==> src/rtl/core/egcd_pkg.sv <==
// Shared widths, command/status structs for the extended GCD block.
package egcd_pkg;

  // Coefficient width; operands are one bit narrower
  localparam int WIDTH = 32;
  localparam int OP_W  = WIDTH - 1;
  // Division step counter width (counts OP_W-1 down to 0)
  localparam int CNT_W = $clog2(OP_W);

  // Commands from the controller to the datapath
  typedef struct packed {
    logic load;       // capture a new item and order the operands
    logic div_start;  // clear partial remainder and accumulators
    logic div_step;   // one restoring division bit
    logic update;     // rotate remainders and coefficients
    logic out_load;   // write the result register
  } egcd_cmd_t;

  // Status from the datapath to the controller
  typedef struct packed {
    logic rb_zero;    // smaller remainder has reached zero
  } egcd_sts_t;

endpackage

==> src/rtl/core/extended_gcd.sv <==
// Extended GCD: each item is loaded, runs k Euclid steps, then is written to the result register.
// Each Euclid step is a check state, a bit-serial restoring division and an update state.
// One item is in work at a time; a finished result waits in an output register
// while the next item is accepted.
// Synchronous active-low reset clears the controller and output valid; no result is pending.
module extended_gcd (
  input  logic                        clk,
  input  logic                        rst_n,
  input  logic                        in_valid,
  output logic                        in_ready,
  input  logic [egcd_pkg::OP_W-1:0]   in_operand_n,
  input  logic [egcd_pkg::OP_W-1:0]   in_operand_p,
  output logic                        out_valid,
  input  logic                        out_ready,
  output logic [egcd_pkg::OP_W-1:0]   out_divisor,
  output logic signed [egcd_pkg::WIDTH-1:0] out_coef_n,
  output logic signed [egcd_pkg::WIDTH-1:0] out_coef_p,
  output logic                        out_bad_input
);
  import egcd_pkg::*;

  egcd_cmd_t        cmd;
  egcd_sts_t        sts;
  logic [WIDTH-1:0] coef_n_w, coef_p_w;

  // Sequencer
  egcd_ctrl u_ctrl (
    .clk       (clk),
    .rst_n     (rst_n),
    .in_valid  (in_valid),
    .in_ready  (in_ready),
    .out_valid (out_valid),
    .out_ready (out_ready),
    .sts       (sts),
    .cmd       (cmd)
  );

  // Arithmetic and result storage
  egcd_dp u_dp (
    .clk           (clk),
    .in_operand_n  (in_operand_n),
    .in_operand_p  (in_operand_p),
    .cmd           (cmd),
    .sts           (sts),
    .out_divisor   (out_divisor),
    .out_coef_n    (coef_n_w),
    .out_coef_p    (coef_p_w),
    .out_bad_input (out_bad_input)
  );

  assign out_coef_n = $signed(coef_n_w);
  assign out_coef_p = $signed(coef_p_w);

endmodule

==> src/rtl/core/egcd_ctrl.sv <==
// Controller state machine: sequences Euclid steps and the output handshake.
module egcd_ctrl (
  input  logic                clk,
  input  logic                rst_n,
  input  logic                in_valid,
  output logic                in_ready,
  output logic                out_valid,
  input  logic                out_ready,
  input  egcd_pkg::egcd_sts_t sts,
  output egcd_pkg::egcd_cmd_t cmd
);
  import egcd_pkg::*;

  localparam logic [2:0] ST_IDLE  = 3'd0;
  localparam logic [2:0] ST_CHECK = 3'd1;
  localparam logic [2:0] ST_DIV   = 3'd2;
  localparam logic [2:0] ST_UPD   = 3'd3;
  localparam logic [2:0] ST_FIN   = 3'd4;

  logic [2:0]       state_r, state_nxt;
  logic [CNT_W-1:0] cnt_r, cnt_nxt;
  logic             out_valid_r, out_valid_nxt;
  logic             out_free;

  assign in_ready  = (state_r == ST_IDLE);
  assign out_valid = out_valid_r;
  // Result register may be overwritten when empty or being drained this cycle
  assign out_free  = !out_valid_r || out_ready;

  // Next state and commands
  always_comb begin
    state_nxt     = state_r;
    cnt_nxt       = cnt_r;
    out_valid_nxt = out_valid_r;
    cmd           = '0;
    if (out_valid_r && out_ready) begin
      out_valid_nxt = 1'b0;
    end
    unique case (state_r)
      ST_IDLE: begin
        if (in_valid) begin
          cmd.load  = 1'b1;
          state_nxt = ST_CHECK;
        end
      end
      ST_CHECK: begin
        if (sts.rb_zero) begin
          state_nxt = ST_FIN;
        end else begin
          cmd.div_start = 1'b1;
          cnt_nxt       = CNT_W'(OP_W - 1);
          state_nxt     = ST_DIV;
        end
      end
      ST_DIV: begin
        cmd.div_step = 1'b1;
        cnt_nxt      = cnt_r - 1'b1;
        if (cnt_r == '0) begin
          state_nxt = ST_UPD;
        end
      end
      ST_UPD: begin
        cmd.update = 1'b1;
        state_nxt  = ST_CHECK;
      end
      ST_FIN: begin
        if (out_free) begin
          cmd.out_load  = 1'b1;
          out_valid_nxt = 1'b1;
          state_nxt     = ST_IDLE;
        end
      end
      default: begin
        state_nxt = ST_IDLE;
      end
    endcase
  end

  always_ff @(posedge clk) begin
    if (!rst_n) begin
      state_r     <= ST_IDLE;
      cnt_r       <= '0;
      out_valid_r <= 1'b0;
    end else begin
      state_r     <= state_nxt;
      cnt_r       <= cnt_nxt;
      out_valid_r <= out_valid_nxt;
    end
  end

endmodule

==> src/rtl/core/egcd_dp.sv <==
// Datapath: remainder pair, Bezout coefficients, bit-serial division, result register.
module egcd_dp (
  input  logic                      clk,
  input  logic [egcd_pkg::OP_W-1:0] in_operand_n,
  input  logic [egcd_pkg::OP_W-1:0] in_operand_p,
  input  egcd_pkg::egcd_cmd_t       cmd,
  output egcd_pkg::egcd_sts_t       sts,
  output logic [egcd_pkg::OP_W-1:0] out_divisor,
  output logic [egcd_pkg::WIDTH-1:0] out_coef_n,
  output logic [egcd_pkg::WIDTH-1:0] out_coef_p,
  output logic                      out_bad_input
);
  import egcd_pkg::*;

  logic [OP_W-1:0]  ra_r, rb_r, rem_r, dvd_r;
  logic [WIDTH-1:0] xa_r, xb_r, ya_r, yb_r, tx_r, ty_r;
  logic             n_big_r, bad_r;
  logic [OP_W-1:0]  div_r;
  logic [WIDTH-1:0] cn_r, cp_r;
  logic             bad_out_r;

  logic [WIDTH-1:0] rem_sh, rb_ext, rem_diff;
  logic             qbit;
  logic [WIDTH-1:0] x_add, y_add;
  logic             n_ge_p;

  assign sts.rb_zero = (rb_r == '0);
  assign n_ge_p      = (in_operand_n >= in_operand_p);

  // One restoring division bit, with the quotient folded into q*xb and q*yb
  assign rem_sh   = {rem_r, dvd_r[OP_W-1]};
  assign rb_ext   = {1'b0, rb_r};
  assign rem_diff = rem_sh - rb_ext;
  assign qbit     = (rem_sh >= rb_ext);
  assign x_add    = qbit ? xb_r : '0;
  assign y_add    = qbit ? yb_r : '0;

  always_ff @(posedge clk) begin
    if (cmd.load) begin
      // Larger operand first; equal operands count operand_n as larger
      ra_r    <= n_ge_p ? in_operand_n : in_operand_p;
      rb_r    <= n_ge_p ? in_operand_p : in_operand_n;
      n_big_r <= n_ge_p;
      bad_r   <= (in_operand_n == '0) && (in_operand_p == '0);
      xa_r    <= WIDTH'(1);
      xb_r    <= '0;
      ya_r    <= '0;
      yb_r    <= WIDTH'(1);
    end
    if (cmd.div_start) begin
      rem_r <= '0;
      dvd_r <= ra_r;
      tx_r  <= '0;
      ty_r  <= '0;
    end
    if (cmd.div_step) begin
      rem_r <= qbit ? rem_diff[OP_W-1:0] : rem_sh[OP_W-1:0];
      dvd_r <= {dvd_r[OP_W-2:0], 1'b0};
      tx_r  <= {tx_r[WIDTH-2:0], 1'b0} + x_add;
      ty_r  <= {ty_r[WIDTH-2:0], 1'b0} + y_add;
    end
    // Multiply by [[0,1],[1,-q]]
    if (cmd.update) begin
      ra_r <= rb_r;
      rb_r <= rem_r;
      xa_r <= xb_r;
      xb_r <= xa_r - tx_r;
      ya_r <= yb_r;
      yb_r <= ya_r - ty_r;
    end
    // Result register, coefficients mapped back to operand order
    if (cmd.out_load) begin
      bad_out_r <= bad_r;
      if (bad_r) begin
        div_r <= '0;
        cn_r  <= '0;
        cp_r  <= '0;
      end else begin
        div_r <= ra_r;
        cn_r  <= n_big_r ? xa_r : ya_r;
        cp_r  <= n_big_r ? ya_r : xa_r;
      end
    end
  end

  assign out_divisor   = div_r;
  assign out_coef_n    = cn_r;
  assign out_coef_p    = cp_r;
  assign out_bad_input = bad_out_r;

endmodule

==> config.mk <==
export PLATFORM = sky130hd
export DESIGN_NAME = extended_gcd
export DESIGN_NICKNAME = d
export VERILOG_FILES = /design/src/rtl/core/egcd_pkg.sv /design/src/rtl/core/extended_gcd.sv /design/src/rtl/core/egcd_ctrl.sv /design/src/rtl/core/egcd_dp.sv
export SDC_FILE = /design/constraint.sdc
export NUM_CORES = 1
export LEC_CHECK = 0
export ABC_AREA = 0
export BUFFER_PORTS_ARGS = -buffer_cell sky130_fd_sc_hd__clkbuf_2
export CAP_MARGIN = 20
export CORE_MARGIN = 1
export CORE_UTILIZATION = 35
export DETAILED_ROUTE_END_ITERATION = 8
export GPL_ROUTABILITY_DRIVEN = 1
export PLACE_DENSITY = 0.59
export SYNTH_ARGS = -nofsm -noshare
export SYNTH_HDL_FRONTEND = slang
export SYNTH_SLANG_ARGS = --single-unit
==> constraint.sdc <==
create_clock -name clk -period 22.3 [get_ports clk]
set_input_delay 4.46 -clock clk [delete_from_list [all_inputs] [get_ports clk]]
set_output_delay 4.46 -clock clk [all_outputs]
set_load 0.01 [all_outputs]
==> summary.md <==
| Metric | Value |
|---|---|
| Reg2Reg Capture Point | `u_dp.tx_r[31]$_SDFFCE_PN0N_` |
| Initial antenna violation count | `2` |
| Logic gate share of total power | `30.0%` |
| Synth Warn # | `0` |
| Syn Inst Count | `2436` |
| H-tree depth | `2` |
| Final hold vios | `0` |
| Post-Route WL | `67400 µm` |
| Post-synthesis adder-cell area fraction | `9.402%` |
| Sw Share | `32.99%` |
| Die height | `273.6 µm` |
| Worst-margin pin slew | `1.197 ns` |
| Setup slack after layout | `15.33 ns` |
| Antenna viol nets, final | `0` |
| DPL Wire Length | `47530 µm` |
| Pwr dens | `91.66 nW/µm²` |
| Run status | `finished clean` |
| Die ar. | `74850 µm²` |
| Hold Crit Class | `reg -> reg` |
| Fmax | `143.5 MHz` |
| PortBufs | `163` |
| Period utilization | `31.24%` |
| Fin cells | `3570` |
| PostCTS Resize Cnt | `0` |
| Sw Pwr | `0.8884 mW` |
| Number of global-route vias before repair | `19217` |
| DR pass1 iterations | `7` |
| Post-synth EDFFs | `413` |
| Reg-to-Reg Start | `u_dp.dvd_r[30]$_DFFE_PN_` |
| Final design utilization | `40.27%` |
| Pleak | `12.29 nW` |
| DP Worst Slack | `14.71 ns` |
| IO Pins | `164` |
| Cell accounting for the most synthesized area | `edfxtp_1` |
| Detailed Route Iter0 Violations | `1159` |
| CTS tree | `done` |
| Commonest non-fill, non-tap cell in the layout | `edfxtp_1` |
| Max-cap violations | `0` |
| Starting Density | `35.38%` |
| Critical-path maximum fanout | `42` |
| CTS clk-pin slew, worst paths | `0.06 ns` |
| CP Class | `in -> reg` |
| Root Driver | `clkbuf_16` |
| CORE AREA | `72960 µm²` |
| Clk sinks | `423` |
| Total congestion overflow | `0` |
| Post-DR vias/cell | `5.309` |
| Post-Synth XOR/XNOR Area | `4.512%` |
| Placed insts | `3476` |
| Post-Synth Simple-Gate Area | `14.56%` |
| Hold WS | `0.4868 ns` |
| Hold Path Sink | `u_ctrl.cnt_r[3]$_SDFFE_PN0P_` |
| Mean routed wirelength per cell | `18.88 µm` |
| Area contributors post-synth | `edfxtp_1 (48%), ha_1 (9.0%), mux2i_1 (5.9%)` |
| Synth Area in Compound Gates | `13.03%` |
| CP startpoint kind | `input pin` |
| Syn_area_per_cell | `10.60 µm²` |
| R2R depth | `23` |
| RSZ-0062 raised after global routing | `false` |
| First-pass GRT wire length | `105300 µm` |
| Final Max Tran Viols | `0` |
| Placer Congestion | `0.9134` |
| TritonCTS buffer count | `49` |
| Hold_buf cts | `0` |
| Tot Pwr | `2.693 mW` |
| Rel. slew slack | `20.19%` |
| Via count | `18954` |
| Die width | `273.6 µm` |
| #FFs+latches synth | `423` |
| Reg2Reg Setup Slack | `15.87 ns` |
| Mux cell area share after synthesis | `5.855%` |
| Final Net Count | `2827` |
| Peak supply drop | `0.07128 mV` |
| Worst EP required | `22.64 ns` |
| Final TNS setup | `0 ns` |
| Hold_sp | `u_ctrl.cnt_r[3]$_SDFFE_PN0P_` |
| # setup viols final | `0` |
| Top FF cell, synth | `edfxtp_1` |
| Most frequent cells in the layout | `edfxtp_1 (413), nor2_1 (248), ha_1 (186)` |
| Placed Area | `27640 µm²` |
| Register share of total power | `38.7%` |
| Share of cells above drive strength 1 | `10.84%` |
| Row cnt | `99` |
| Largest family of logic cells by synthesized area | `simple AND/OR/NAND/NOR gates` |
| Worst Path Arrival | `7.31 ns` |
| Clock share of power | `31.4%` |
| Number of buffers added for setup after CTS | `0` |
| Fin area | `29380 µm²` |
| P_int | `1.805 mW` |
| Clk_skew | `0.03042 ns` |
| Mapped Area | `25820 µm²` |
| Largest net degree at the start of global routing | `191` |
| Fin crit period | `6.967 ns` |
| Asr flop ratio synth | `0%` |
| Area share of the largest cell type after synthesis | `48.04%` |
| Seq/Total Area, Yosys | `48.82%` |
| Max Buffers Root-to-Sink | `3` |
| Nature of the critical path endpoint | `register` |
| GRT Overall Usage | `17.87%` |
| Clk_lat worst skew | `0.61 ns` |
| Drt drc | `0` |
| Synth cell types | `71` |
| Hold path cells | `2` |
| Syn_nets | `2693` |
| Syn-to-layout area delta | `13.81%` |
[power by group through the flow]
| stage | combinational (mW) | sequential [mW] | clock [mW] |
|---|---|---|---|
| 3_5_place_dp | 0.799 | 1.06 | 0 |
| 4_1_cts | 0.805 | 1.04 | 0.861 |
| 5_1_grt | 0.899 | 1.05 | 0.890 |
| 3_3_place_gp | 0.785 | 1.06 | 0 |
| 2_1_floorplan | 0.622 | 1.05 | 0 |
| 6_report | 0.807 | 1.04 | 0.845 |
[critical path, cell delays in order]
cell	delay (ns)
clkbuf_2	0.15
inv_1	0.07
ha_1	0.28
nand2b_1	0.14
a21o_1	0.17
a21oi_1	0.15
nor2b_1	0.06
o211ai_1	0.16
a21oi_1	0.09
o2111ai_1	0.30
nand3_4	0.40
buf_4	0.51
mux2i_1	0.25
o21ai_0	0.09
[flip-flops by register name (all words and copies together), names as in the netlist, 3 cells and up]
name and cells:
u_ctrl.state_r 3, u_ctrl.cnt_r 5, u_dp.rb_r 31, u_dp.ya_r 32, u_dp.xb_r 32, u_dp.dvd_r 31
u_dp.tx_r 32, u_dp.rem_r 31, u_dp.out_coef_p 32, u_dp.ty_r 32, u_dp.ra_r 31, u_dp.xa_r 32
u_dp.out_divisor 31, u_dp.out_coef_n 32, u_dp.yb_r 32
[cells in the mapped netlist, types with 52 or more instances]
| cell type | count |
|---|---|
| a21oi_1 | 135 |
| a21o_1 | 71 |
| clkbuf_1 | 79 |
| and2_1 | 76 |
| xor2_1 | 59 |
| xnor2_1 | 74 |
| edfxtp_1 | 413 |
| inv_1 | 159 |
| nor2_1 | 248 |
| nor2b_1 | 52 |
| mux2i_1 | 151 |
| ha_1 | 186 |
| nand2_1 | 145 |
| and3_1 | 81 |
| o21ai_0 | 139 |
[cells by family after synthesis]
kind of cell    count (synthesis)
compound gates                519
xor+xnor                      133
fa+ha+maj                     191
buf+inv                       257
flops                         423
mux                           151
simple gates                  762
[worst max-delay path by stage]
stage                     start                 endpoint  slack [ns]  depth (start not counted)
2_1_floorplan          in_valid   u_dp.ra_r[0]$_DFFE_PP_        3.51                          2
3_3_place_gp    in_operand_n[0]   u_dp.ra_r[1]$_DFFE_PP_       14.76                         14
3_5_place_dp    in_operand_n[0]  u_dp.ra_r[25]$_DFFE_PP_       14.71                         14
4_1_cts         in_operand_n[0]  u_dp.ra_r[25]$_DFFE_PP_       15.33                         14
5_1_grt        in_operand_p[16]   u_dp.ra_r[3]$_DFFE_PP_       15.14                         14
6_report        in_operand_n[0]   u_dp.ra_r[4]$_DFFE_PP_       15.33                         14
[per-layer routing]
layer / wire length [µm] / share of wire (%) / vias to the layer above / track usage, %
met5: 25 / 0.037 / - / 0
met3: 3392 / 5.0 / 126 / 2.939
li1: - / - / 9129 / -
met4: 2378 / 3.5 / 4 / 6.969
met1: 29720 / 44 / 9202 / 22.93
met2: 31890 / 47 / 493 / 29.94
[layout make-up]
cell class                 count  area, µm²
tap                          959       1200
inverter                     159      599.3
antenna                        1      2.502
multi-input combinational   1756      12290
fill                        6978      43580
clock inverter                36      425.4
sequential                   423      12600
timing repair buffer         181       1003
clock buffer                  55       1259
(Power assumes the default switching activity.)
